$ cat src/rtl/alc_pkg.sv
// ============================================================================
// alc_pkg: shared types and constants for the ambient light lux calculator
// Band edges, band coefficients, datapath widths and the divider stage word.
// ============================================================================
`default_nettype none

package alc_pkg;

    // Field and register widths
    localparam int CNT_W     = 16;
    localparam int CFG_W     = 8;
    localparam int CFG_IDX_W = 2;
    localparam int LUX_W     = 16;

    // Configuration register indexes
    localparam logic [CFG_IDX_W-1:0] REG_GAIN  = 2'd0;
    localparam logic [CFG_IDX_W-1:0] REG_ITIME = 2'd1;

    // Reset values of the configuration registers
    localparam logic [CFG_W-1:0] GAIN_RST  = 8'd1;
    localparam logic [CFG_W-1:0] ITIME_RST = 8'd218;
    localparam logic [CFG_W-1:0] ITIME_MAX = 8'd255;

    // Ratio band test: 100*d1 against edge*d0
    localparam int RATIO_W = 24;
    localparam logic [RATIO_W-1:0] RATIO_PCT = 24'd100;
    localparam logic [RATIO_W-1:0] EDGE_LOW  = 24'd26;
    localparam logic [RATIO_W-1:0] EDGE_MID  = 24'd55;
    localparam logic [RATIO_W-1:0] EDGE_HIGH = 24'd109;
    localparam logic [RATIO_W-1:0] EDGE_TOP  = 24'd213;

    // Datapath widths
    localparam int COEF_W = 12;                 // coefficients in thousandths
    localparam int GS_W   = 2 * CFG_W;          // gain times step count
    localparam int PROD_W = CNT_W + COEF_W;     // coefficient times count
    localparam int DEN_W  = 31;                 // gain * 26992 * steps
    localparam int NUM_W  = 37;                 // (pos - neg) * 1026
    localparam int QUO_W  = LUX_W;              // quotient bits, one per stage
    localparam int CMP_W  = DEN_W + QUO_W;      // remainder compare width

    localparam logic [DEN_W-1:0] DEN_SCALE = 31'd26992;
    localparam logic [NUM_W-1:0] LUX_SCALE = 37'd1026;

    typedef enum logic [1:0] {
        BAND_LOW,
        BAND_MID,
        BAND_HIGH,
        BAND_TOP
    } alc_band_t;

    // Word carried through the divider stages
    typedef struct packed {
        logic             oob;
        logic             neg;
        logic             ovf;
        logic [DEN_W-1:0] den;
        logic [NUM_W-1:0] rem;
        logic [QUO_W-1:0] quo;
    } alc_div_t;

    // Visible channel coefficient of a band
    function automatic logic [COEF_W-1:0] band_c0(input alc_band_t band);
        logic [COEF_W-1:0] c;
        unique case (band)
            BAND_LOW:  c = 12'd1290;
            BAND_MID:  c = 12'd795;
            BAND_HIGH: c = 12'd510;
            BAND_TOP:  c = 12'd276;
            default:   c = 12'd0;
        endcase
        return c;
    endfunction

    // Infrared channel coefficient of a band
    function automatic logic [COEF_W-1:0] band_c1(input alc_band_t band);
        logic [COEF_W-1:0] c;
        unique case (band)
            BAND_LOW:  c = 12'd2733;
            BAND_MID:  c = 12'd859;
            BAND_HIGH: c = 12'd345;
            BAND_TOP:  c = 12'd130;
            default:   c = 12'd0;
        endcase
        return c;
    endfunction

endpackage

`default_nettype wire

$ cat src/rtl/alc_front.sv
// ============================================================================
// alc_front: five-stage front end of the lux calculator
// Band select, coefficient products, difference, scaling and overflow check;
// hands a dividend/divisor word to the divider pipeline.
// ============================================================================
`default_nettype none

module alc_front (
    input  wire logic                        clk,
    input  wire logic                        rst_n,
    input  wire logic [alc_pkg::CFG_W-1:0]   gain,
    input  wire logic [alc_pkg::CFG_W-1:0]   integration_setting,
    input  wire logic                        in_valid,
    output logic                             in_stall,
    input  wire logic [alc_pkg::CNT_W-1:0]   visible_count,
    input  wire logic [alc_pkg::CNT_W-1:0]   infrared_count,
    output logic                             down_valid,
    output alc_pkg::alc_div_t                down_data,
    input  wire logic                        down_ready
);

    // Stage 1: counts, band, gain times steps
    logic                          s1_valid_reg;
    logic [alc_pkg::CNT_W-1:0]     s1_d0_reg;
    logic [alc_pkg::CNT_W-1:0]     s1_d1_reg;
    alc_pkg::alc_band_t            s1_band_reg;
    logic                          s1_oob_reg;
    logic [alc_pkg::GS_W-1:0]      s1_gs_reg;

    // Stage 2: coefficient products
    logic                          s2_valid_reg;
    logic [alc_pkg::PROD_W-1:0]    s2_pos_reg;
    logic [alc_pkg::PROD_W-1:0]    s2_neg_reg;
    logic                          s2_oob_reg;
    logic [alc_pkg::GS_W-1:0]      s2_gs_reg;

    // Stage 3: difference and divisor
    logic                          s3_valid_reg;
    logic [alc_pkg::PROD_W-1:0]    s3_diff_reg;
    logic                          s3_neg_reg;
    logic                          s3_oob_reg;
    logic [alc_pkg::DEN_W-1:0]     s3_den_reg;

    // Stage 4: scaled dividend
    logic                          s4_valid_reg;
    logic [alc_pkg::NUM_W-1:0]     s4_num_reg;
    logic                          s4_neg_reg;
    logic                          s4_oob_reg;
    logic [alc_pkg::DEN_W-1:0]     s4_den_reg;

    // Stage 5: overflow check, divider word
    logic                          s5_valid_reg;
    alc_pkg::alc_div_t             s5_reg;

    logic rdy1, rdy2, rdy3, rdy4, rdy5;

    logic [alc_pkg::RATIO_W-1:0]   d0_ext;
    logic [alc_pkg::RATIO_W-1:0]   t100;
    alc_pkg::alc_band_t            band_next;
    logic                          oob_next;
    logic [alc_pkg::CFG_W-1:0]     g_eff;
    logic [alc_pkg::CFG_W-1:0]     steps;
    logic [alc_pkg::GS_W-1:0]      gs_next;
    logic [alc_pkg::PROD_W-1:0]    pos_next;
    logic [alc_pkg::PROD_W-1:0]    neg_next;
    logic [alc_pkg::PROD_W-1:0]    diff_next;
    logic                          negf_next;
    logic [alc_pkg::DEN_W-1:0]     den_next;
    logic [alc_pkg::NUM_W-1:0]     num_next;
    alc_pkg::alc_div_t             s5_next;

    // A stage takes a new beat when it is empty or its content moves on
    assign rdy5     = ~s5_valid_reg | down_ready;
    assign rdy4     = ~s4_valid_reg | rdy5;
    assign rdy3     = ~s3_valid_reg | rdy4;
    assign rdy2     = ~s2_valid_reg | rdy3;
    assign rdy1     = ~s1_valid_reg | rdy2;
    assign in_stall = ~rdy1;

    // Stage 1 logic: exact ratio band by cross-multiplication
    always_comb
    begin
        d0_ext = {{(alc_pkg::RATIO_W - alc_pkg::CNT_W){1'b0}}, visible_count};
        t100   = {{(alc_pkg::RATIO_W - alc_pkg::CNT_W){1'b0}}, infrared_count}
                 * alc_pkg::RATIO_PCT;
        oob_next = (visible_count == '0) || (t100 >= d0_ext * alc_pkg::EDGE_TOP);
        if (t100 < d0_ext * alc_pkg::EDGE_LOW)
        begin
            band_next = alc_pkg::BAND_LOW;
        end
        else if (t100 < d0_ext * alc_pkg::EDGE_MID)
        begin
            band_next = alc_pkg::BAND_MID;
        end
        else if (t100 < d0_ext * alc_pkg::EDGE_HIGH)
        begin
            band_next = alc_pkg::BAND_HIGH;
        end
        else
        begin
            band_next = alc_pkg::BAND_TOP;
        end

        // Treat gain zero as one and a zero step count as one
        g_eff = (gain == '0) ? {{(alc_pkg::CFG_W-1){1'b0}}, 1'b1} : gain;
        steps = alc_pkg::ITIME_MAX - integration_setting;
        if (steps == '0)
        begin
            steps = {{(alc_pkg::CFG_W-1){1'b0}}, 1'b1};
        end
        gs_next = {{alc_pkg::CFG_W{1'b0}}, g_eff} * {{alc_pkg::CFG_W{1'b0}}, steps};
    end

    // Stage 2 logic: coefficient products
    always_comb
    begin
        pos_next = {{alc_pkg::COEF_W{1'b0}}, s1_d0_reg}
                   * {{alc_pkg::CNT_W{1'b0}}, alc_pkg::band_c0(s1_band_reg)};
        neg_next = {{alc_pkg::COEF_W{1'b0}}, s1_d1_reg}
                   * {{alc_pkg::CNT_W{1'b0}}, alc_pkg::band_c1(s1_band_reg)};
    end

    // Stage 3 logic: difference, sign, divisor
    always_comb
    begin
        negf_next = s2_neg_reg > s2_pos_reg;
        diff_next = s2_pos_reg - s2_neg_reg;
        den_next  = {{(alc_pkg::DEN_W - alc_pkg::GS_W){1'b0}}, s2_gs_reg}
                    * alc_pkg::DEN_SCALE;
    end

    // Stage 4 logic: scale by 1026 (wraps only when the difference is negative)
    always_comb
    begin
        num_next = {{(alc_pkg::NUM_W - alc_pkg::PROD_W){1'b0}}, s3_diff_reg}
                   * alc_pkg::LUX_SCALE;
    end

    // Stage 5 logic: quotient above 16 bits when num >= den * 2^16
    always_comb
    begin
        s5_next.oob = s4_oob_reg;
        s5_next.neg = s4_neg_reg;
        s5_next.ovf = {{(alc_pkg::CMP_W - alc_pkg::NUM_W){1'b0}}, s4_num_reg}
                      >= {s4_den_reg, {alc_pkg::QUO_W{1'b0}}};
        s5_next.den = s4_den_reg;
        s5_next.rem = s4_num_reg;
        s5_next.quo = '0;
    end

    // Advance valid bits
    always_ff @(posedge clk or negedge rst_n)
    begin
        if (!rst_n)
        begin
            s1_valid_reg <= 1'b0;
            s2_valid_reg <= 1'b0;
            s3_valid_reg <= 1'b0;
            s4_valid_reg <= 1'b0;
            s5_valid_reg <= 1'b0;
        end
        else
        begin
            if (rdy1)
            begin
                s1_valid_reg <= in_valid;
            end
            if (rdy2)
            begin
                s2_valid_reg <= s1_valid_reg;
            end
            if (rdy3)
            begin
                s3_valid_reg <= s2_valid_reg;
            end
            if (rdy4)
            begin
                s4_valid_reg <= s3_valid_reg;
            end
            if (rdy5)
            begin
                s5_valid_reg <= s4_valid_reg;
            end
        end
    end

    // Advance payload
    always_ff @(posedge clk)
    begin
        if (rdy1)
        begin
            s1_d0_reg   <= visible_count;
            s1_d1_reg   <= infrared_count;
            s1_band_reg <= band_next;
            s1_oob_reg  <= oob_next;
            s1_gs_reg   <= gs_next;
        end
        if (rdy2)
        begin
            s2_pos_reg <= pos_next;
            s2_neg_reg <= neg_next;
            s2_oob_reg <= s1_oob_reg;
            s2_gs_reg  <= s1_gs_reg;
        end
        if (rdy3)
        begin
            s3_diff_reg <= diff_next;
            s3_neg_reg  <= negf_next;
            s3_oob_reg  <= s2_oob_reg;
            s3_den_reg  <= den_next;
        end
        if (rdy4)
        begin
            s4_num_reg <= num_next;
            s4_neg_reg <= s3_neg_reg;
            s4_oob_reg <= s3_oob_reg;
            s4_den_reg <= s3_den_reg;
        end
        if (rdy5)
        begin
            s5_reg <= s5_next;
        end
    end

    assign down_valid = s5_valid_reg;
    assign down_data  = s5_reg;

endmodule

`default_nettype wire

$ cat src/rtl/alc_div.sv
// ============================================================================
// alc_div: restoring divider pipeline and result register
// One quotient bit per stage, most significant first, then the clamp and
// flag logic into the output register.
// ============================================================================
`default_nettype none

module alc_div (
    input  wire logic                        clk,
    input  wire logic                        rst_n,
    input  wire logic                        up_valid,
    input  wire alc_pkg::alc_div_t           up_data,
    output logic                             up_ready,
    output logic                             out_valid,
    input  wire logic                        out_stall,
    output logic [alc_pkg::LUX_W-1:0]        lux,
    output logic                             out_of_band,
    output logic                             clamped
);

    logic                        stage_valid_reg [alc_pkg::QUO_W];
    alc_pkg::alc_div_t           stage_reg       [alc_pkg::QUO_W];
    alc_pkg::alc_div_t           stage_src       [alc_pkg::QUO_W];
    alc_pkg::alc_div_t           stage_next      [alc_pkg::QUO_W];
    logic                        src_valid       [alc_pkg::QUO_W];
    logic [alc_pkg::CMP_W-1:0]   dsh             [alc_pkg::QUO_W];
    logic [alc_pkg::CMP_W-1:0]   rem_ext         [alc_pkg::QUO_W];
    logic [alc_pkg::CMP_W-1:0]   rem_sub         [alc_pkg::QUO_W];
    logic [alc_pkg::QUO_W:0]     rdy;

    logic                        out_valid_reg;
    logic [alc_pkg::LUX_W-1:0]   lux_reg;
    logic                        oob_reg;
    logic                        clamped_reg;
    logic [alc_pkg::LUX_W-1:0]   lux_next;
    logic                        clamped_next;
    alc_pkg::alc_div_t           last;

    // Ready ripples back from the output register
    always_comb
    begin
        rdy[alc_pkg::QUO_W] = ~out_valid_reg | ~out_stall;
        for (int k = alc_pkg::QUO_W - 1; k >= 0; k--)
        begin
            rdy[k] = ~stage_valid_reg[k] | rdy[k+1];
        end
    end

    assign up_ready = rdy[0];

    // Feed each stage from the one before it
    always_comb
    begin
        stage_src[0] = up_data;
        src_valid[0] = up_valid;
        for (int k = 1; k < alc_pkg::QUO_W; k++)
        begin
            stage_src[k] = stage_reg[k-1];
            src_valid[k] = stage_valid_reg[k-1];
        end
    end

    // Trial subtract of the shifted divisor, one quotient bit per stage
    always_comb
    begin
        for (int k = 0; k < alc_pkg::QUO_W; k++)
        begin
            dsh[k]     = {{alc_pkg::QUO_W{1'b0}}, stage_src[k].den}
                         << (alc_pkg::QUO_W - 1 - k);
            rem_ext[k] = {{(alc_pkg::CMP_W - alc_pkg::NUM_W){1'b0}}, stage_src[k].rem};
            rem_sub[k] = rem_ext[k] - dsh[k];
            stage_next[k] = stage_src[k];
            if (rem_ext[k] >= dsh[k])
            begin
                stage_next[k].rem = rem_sub[k][alc_pkg::NUM_W-1:0];
                stage_next[k].quo[alc_pkg::QUO_W - 1 - k] = 1'b1;
            end
        end
    end

    // Advance divider valid bits
    always_ff @(posedge clk or negedge rst_n)
    begin
        if (!rst_n)
        begin
            for (int k = 0; k < alc_pkg::QUO_W; k++)
            begin
                stage_valid_reg[k] <= 1'b0;
            end
        end
        else
        begin
            for (int k = 0; k < alc_pkg::QUO_W; k++)
            begin
                if (rdy[k])
                begin
                    stage_valid_reg[k] <= src_valid[k];
                end
            end
        end
    end

    // Advance divider payload
    always_ff @(posedge clk)
    begin
        for (int k = 0; k < alc_pkg::QUO_W; k++)
        begin
            if (rdy[k])
            begin
                stage_reg[k] <= stage_next[k];
            end
        end
    end

    // Apply band flag and clamping
    always_comb
    begin
        last = stage_reg[alc_pkg::QUO_W-1];
        if (last.oob || last.neg)
        begin
            lux_next = '0;
        end
        else if (last.ovf)
        begin
            lux_next = '1;
        end
        else
        begin
            lux_next = last.quo;
        end
        clamped_next = ~last.oob & (last.neg | last.ovf);
    end

    // Output register
    always_ff @(posedge clk or negedge rst_n)
    begin
        if (!rst_n)
        begin
            out_valid_reg <= 1'b0;
        end
        else if (rdy[alc_pkg::QUO_W])
        begin
            out_valid_reg <= stage_valid_reg[alc_pkg::QUO_W-1];
        end
    end

    always_ff @(posedge clk)
    begin
        if (rdy[alc_pkg::QUO_W])
        begin
            lux_reg     <= lux_next;
            oob_reg     <= last.oob;
            clamped_reg <= clamped_next;
        end
    end

    assign out_valid   = out_valid_reg;
    assign lux         = lux_reg;
    assign out_of_band = oob_reg;
    assign clamped     = clamped_reg;

endmodule

`default_nettype wire

$ cat src/rtl/ambient_light_lux_calc_top.sv
// ============================================================================
// ambient_light_lux_calc_top: two-channel ambient light lux calculator
// Picks a linear formula by the infrared/visible ratio, scales by gain and
// integration time, divides, and clamps the result to 16 bits.
// ============================================================================
//
//  channel   direction  handshake              payload
//  -------   ---------  ---------------------  ------------------------------
//  cfg       in         cfg_wr_en              cfg_index, cfg_data
//  in        in         in_valid / in_stall    visible_count, infrared_count
//  out       out        out_valid / out_stall  lux, out_of_band, clamped
//
//  One beat per cycle in and out while neither side is stalled. The path has
//  five front-end stages, sixteen divider stages (one quotient bit each) and
//  the output register. Each stage holds its own valid bit and fills whenever
//  it is empty, so bubbles close up while the output is stalled.
//  Reset clears the valid bits and loads gain 1, integration setting 218.
//  Configuration must be written only while no beat is in flight; the block does not enforce it.
//
`default_nettype none

module ambient_light_lux_calc_top (
    input  wire logic                            clk,
    input  wire logic                            rst_n,
    input  wire logic                            cfg_wr_en,
    input  wire logic [alc_pkg::CFG_IDX_W-1:0]   cfg_index,
    input  wire logic [alc_pkg::CFG_W-1:0]       cfg_data,
    input  wire logic                            in_valid,
    output logic                                 in_stall,
    input  wire logic [alc_pkg::CNT_W-1:0]       visible_count,
    input  wire logic [alc_pkg::CNT_W-1:0]       infrared_count,
    output logic                                 out_valid,
    input  wire logic                            out_stall,
    output logic [alc_pkg::LUX_W-1:0]            lux,
    output logic                                 out_of_band,
    output logic                                 clamped
);

    logic [alc_pkg::CFG_W-1:0] gain_reg;
    logic [alc_pkg::CFG_W-1:0] itime_reg;
    logic [alc_pkg::CFG_W-1:0] gain_next;
    logic [alc_pkg::CFG_W-1:0] itime_next;

    logic                      mid_valid;
    alc_pkg::alc_div_t         mid_data;
    logic                      mid_ready;

    // Decode register writes; drop unknown indexes
    always_comb
    begin
        gain_next  = gain_reg;
        itime_next = itime_reg;
        if (cfg_wr_en)
        begin
            unique case (cfg_index)
                alc_pkg::REG_GAIN:  gain_next  = cfg_data;
                alc_pkg::REG_ITIME: itime_next = cfg_data;
                default:
                begin
                    gain_next  = gain_reg;
                    itime_next = itime_reg;
                end
            endcase
        end
    end

    always_ff @(posedge clk or negedge rst_n)
    begin
        if (!rst_n)
        begin
            gain_reg  <= alc_pkg::GAIN_RST;
            itime_reg <= alc_pkg::ITIME_RST;
        end
        else
        begin
            gain_reg  <= gain_next;
            itime_reg <= itime_next;
        end
    end

    // Front end: band select through overflow check
    alc_front u_front (
        .clk                 (clk),
        .rst_n               (rst_n),
        .gain                (gain_reg),
        .integration_setting (itime_reg),
        .in_valid            (in_valid),
        .in_stall            (in_stall),
        .visible_count       (visible_count),
        .infrared_count      (infrared_count),
        .down_valid          (mid_valid),
        .down_data           (mid_data),
        .down_ready          (mid_ready)
    );

    // Divider and result register
    alc_div u_div (
        .clk         (clk),
        .rst_n       (rst_n),
        .up_valid    (mid_valid),
        .up_data     (mid_data),
        .up_ready    (mid_ready),
        .out_valid   (out_valid),
        .out_stall   (out_stall),
        .lux         (lux),
        .out_of_band (out_of_band),
        .clamped     (clamped)
    );

    // An out-of-band result carries zero lux and no clamp flag
    a_oob_zero: assert property (@(posedge clk) disable iff (!rst_n)
        out_valid && out_of_band |-> lux == '0 && !clamped)
        else $error("out-of-band result with nonzero lux or clamp flag");

    // A clamped result sits at one of the two rails
    a_clamp_rail: assert property (@(posedge clk) disable iff (!rst_n)
        out_valid && clamped |-> lux == '0 || lux == '1)
        else $error("clamped result not at a rail");

    // With the output register empty every stage can take a beat
    a_no_false_stall: assert property (@(posedge clk) disable iff (!rst_n)
        !out_valid |-> !in_stall)
        else $error("input stalled while the output register is empty");

endmodule

`default_nettype wire

$ cat config.mk
export PLATFORM = sky130hd
export DESIGN_NAME = ambient_light_lux_calc_top
export DESIGN_NICKNAME = d
export VERILOG_FILES = /design/src/rtl/alc_pkg.sv /design/src/rtl/alc_front.sv /design/src/rtl/alc_div.sv /design/src/rtl/ambient_light_lux_calc_top.sv
export SDC_FILE = /design/constraint.sdc
export NUM_CORES = 2
export LEC_CHECK = 0
export ABC_CLOCK_PERIOD_IN_PS = 9100
export BUFFER_PORTS_ARGS = -buffer_cell sky130_fd_sc_hd__buf_2
export CAP_MARGIN = 15
export CORE_ASPECT_RATIO = 0.6
export CORE_MARGIN = 1.5
export CORE_UTILIZATION = 25
export DETAILED_ROUTE_END_ITERATION = 6
export HOLD_SLACK_MARGIN = 0.03
export SYNTH_ARGS = -nofsm -noshare
export SYNTH_HDL_FRONTEND = slang
export SYNTH_SLANG_ARGS = --single-unit
$ cat constraint.sdc
create_clock -name clk -period 9.1 [get_ports clk]
set_input_delay 0.91 -clock clk [delete_from_list [all_inputs] [get_ports clk]]
set_output_delay 0.91 -clock clk [all_outputs]
set_load 0.01 [all_outputs]
==> summary.txt <==
Run status
  • Status: finished clean

Floorplanning
  • Rows: 178
  • Initial Util: between 20 and 30%
  • Die X: 814 um
  • Area of the core: roughly 390,000 sq um
  • Die Ht: 490 um
  • Die area: about 400,000 sq um
  • Top-level port count: 67

Logic synthesis
  • Async set-reset flop share out of synthesis: 2.54%
  • Number of synthesized flops with an enable pin: 1,459
  • Syn_area_per_cell: 11.6 sq um
  • Area leader, netlist: edfxtp_1
  • Cell count after synthesis: about 8,500
  • Number of synthesized register bits: 1,497
  • YS warnings: 0
  • Post-Syn Area: around 99,000 sq um
  • Yosys top cell area share: between 40% and 50%
  • Syn nets: slightly above 10,000
  • Most common library cells after synthesis: edfxtp_1 (1,459), inv_1 (1,355), ha_1 (1,055), fa_1 (488), a21oi_1 (451)
  • Sequential fraction of the synthesis area: 45.4%
  • Ranking of synthesized cells by area: edfxtp_1 (44%), ha_1 (13%), fa_1 (9.9%), inv_1 (5.2%), xnor2_1 (2.8%)
  • Most common cell in the synthesized netlist: edfxtp_1
  • Netlist cell types: 96
  • Most used DFF post-synth: edfxtp_1

Routing
  • Starting DRT DRC Count: roughly 5,000
  • Drc violations: 0
  • Post-DRT Antenna Nets: 0
  • Via count: a little over 60,000
  • Detailed-router iteration count before antenna repair: 6
  • Final wirelength: ~230,000 um
  • Wirelength per Cell: about 16 um
  • Drt via density: 4.44

Clock network
  • Max Root-Sink Buffers: 4
  • CTS tree: built
  • CTS root buf: clkbuf_16
  • Inserted Clock Buffers: 150
  • Worst skew pair latency: 880 ps
  • H-tree depth: 4
  • Worst-path clk slew: 70 ps
  • Setup Fix Bufs, Post-CTS: 0
  • Clock sink count: around 1,500

Final layout
  • Largest register FFs: 1,129
  • Synth-to-layout area growth: 12.0%
  • Share of layout cells above drive strength 1: under 10%
  • # fillers: between 40,000 and 50,000
  • Layout Nets: slightly above 10,000

Timing
  • Setup_tns: 0 ps
  • Final period utilization: slightly below 90%
  • Fmax: approximately 130 MHz
  • Slew Viols, Final: 0
  • Worst slew pin tran: between 1000 and 1500 ps
  • Endpoints failing hold: 0
  • Final Skew: 93.4 ps
  • RSZ-0062 raised after global routing: false
  • Final Setup Violations: 0
  • Minimum clock period: approximately 8000 ps
  • Relative slew slack: between 15 and 20%

Critical path
  • Required time of the critical path: 9660 ps
  • FF-to-FF path depth: 23
  • Crit. End Element: flip-flop
  • Kind of critical path: flip-flop to flip-flop
  • CP max-delay cell: edfxtp_1
  • Cell Chain, Critical Path: ha_1 -> buf_4 -> nor2b_1 -> fa_1 -> ha_1 -> inv_1 -> fa_1 -> inv_1 -> ha_1 -> inv_1 -> fa_1 -> inv_1 -> ha_1 -> nor2b_1 -> o21ai_0 -> a21boi_0 -> o41ai_1 -> o211a_1 -> o21bai_1 -> a31o_2 -> a211oi_1 -> nor3b_1 -> a211oi_1
  • CP max stage delay: between 800 and 900 ps
  • CP max FO: 20
  • Crit start category: flip-flop
  • Critical Path AT: between 8000 and 9000 ps

Place
  • Port-buffer cells: 66
  • Detail Placement HPWL: about 190,000 um
  • RePlAce Congestion: 0.904

Global routing
  • GRT Overall Usage: between 10% and 20%
  • First-pass GRT wire length: 353,000 um
  • Vias in the first global route: approximately 60,000
  • Total global routing overflow: 0
  • Largest net degree at the start of global routing: between 70 and 80
  • Initial antenna violation count: 5

Min path
  • Worst Hold Class: input port to flip-flop
  • Worst hold path cell count: 2

Job
  • Max_cap viols: 0
==> stage by stage <==
step                cells  utilization, %  hold slack (ps)  area (sq um)  setup WS [ps]
floorplan            8500               -              400         98700            309
global placement    13800            27.0              401        106000           1540
detailed placement  13800            27.0              405        106000           1420
CTS                 14000            28.2              302        111000           1400
global route        14000            28.2              319        111000            865
finish              14000            28.2              367        111000           1230
==> critical path: cells and delay by family (launching register included) <==
family | cells | cell delay (ps)
flops | 1 | 880
buf+inv | 5 | 590
compound gates | 8 | 2640
fa+ha+maj | 7 | 3150
simple gates | 3 | 400
==> cell families after synthesis <==
kind of cell	after synthesis	share of synthesized area (%)
and+or+nand+nor	1758	9.08
buffers and inverters	1446	5.53
AOI/OAI and AO/OA	1564	10.1
muxes	210	2.36
DFF	1497	45.4
xor gates and xnor gates	482	4.28
adders and majority gates	1543	23.3
==> worst paths after layout <==
path | start | end | slack, ps
hold / removal | cfg_data[5] | gain_reg[5]$_DFFE_PN0P_ | 370
setup reg to reg | u_front.s1_band_reg[0]$_SDFFCE_PP0N_ | u_front.s2_pos_reg[26]$_DFFE_PP_ | 1230
max in group asynchronous | rst_n | gain_reg[1]$_DFFE_PN0P_ | 7560
hold reg to reg | u_div.stage_reg[1][150]$_DFFE_PP_ | u_div.stage_reg[1][237]$_DFFE_PP_ | 380
min in group asynchronous | rst_n | u_div.out_valid$_DFFE_PN0P_ | 490
setup / recovery | u_front.s1_band_reg[0]$_SDFFCE_PP0N_ | u_front.s2_pos_reg[26]$_DFFE_PP_ | 1230
==> what timing repair did <==
action / CTS / global route
resized for setup: 0 / 0
hold buffers: 1 / 0
endpoints found under the setup margin: 0 / 0
hold endpoints to repair: 5 / 0
==> final cells by class <==
| cell class | count | area, sq um | area share, % |
|---|---|---|---|
| multi-input combinational | 5557 | 48600 | 44.0 |
| clock inverter | 66 | 662 | 0.599 |
| tap | 5220 | 6530 | 5.91 |
| sequential | 1497 | 44800 | 40.5 |
| inverter | 1355 | 5090 | 4.60 |
| timing repair buffer | 126 | 781 | 0.706 |
| antenna | 1 | 2.50 | 0.00226 |
| clock buffer | 194 | 4100 | 3.70 |
==> cell usage in the layout, fill, tap and decap left out, drive strengths merged, types with 194 or more instances in the layout <==
cell and n:
clkbuf 194, o21ai 371, fa 488, nand2 392, edfxtp 1459, inv 1362
ha 1055, xnor2 313, a21o 212, nor2 386, a21oi 452
==> routing by layer <==
| metal | vias up | wire length (um) | GRT usage (%) |
|---|---|---|---|
| met1 | 30100 | 127000 | 19.0 |
| met2 | 1642 | 81000 | 13.9 |
| met4 | 2 | 3090 | 1.53 |
| met3 | 213 | 18700 | 2.76 |
| met5 | - | 12 | 0 |
| li1 | 30300 | - | - |
Power is not shown: default switching activity piles up to over one toggle a cycle in this logic, so the estimate is an artifact.
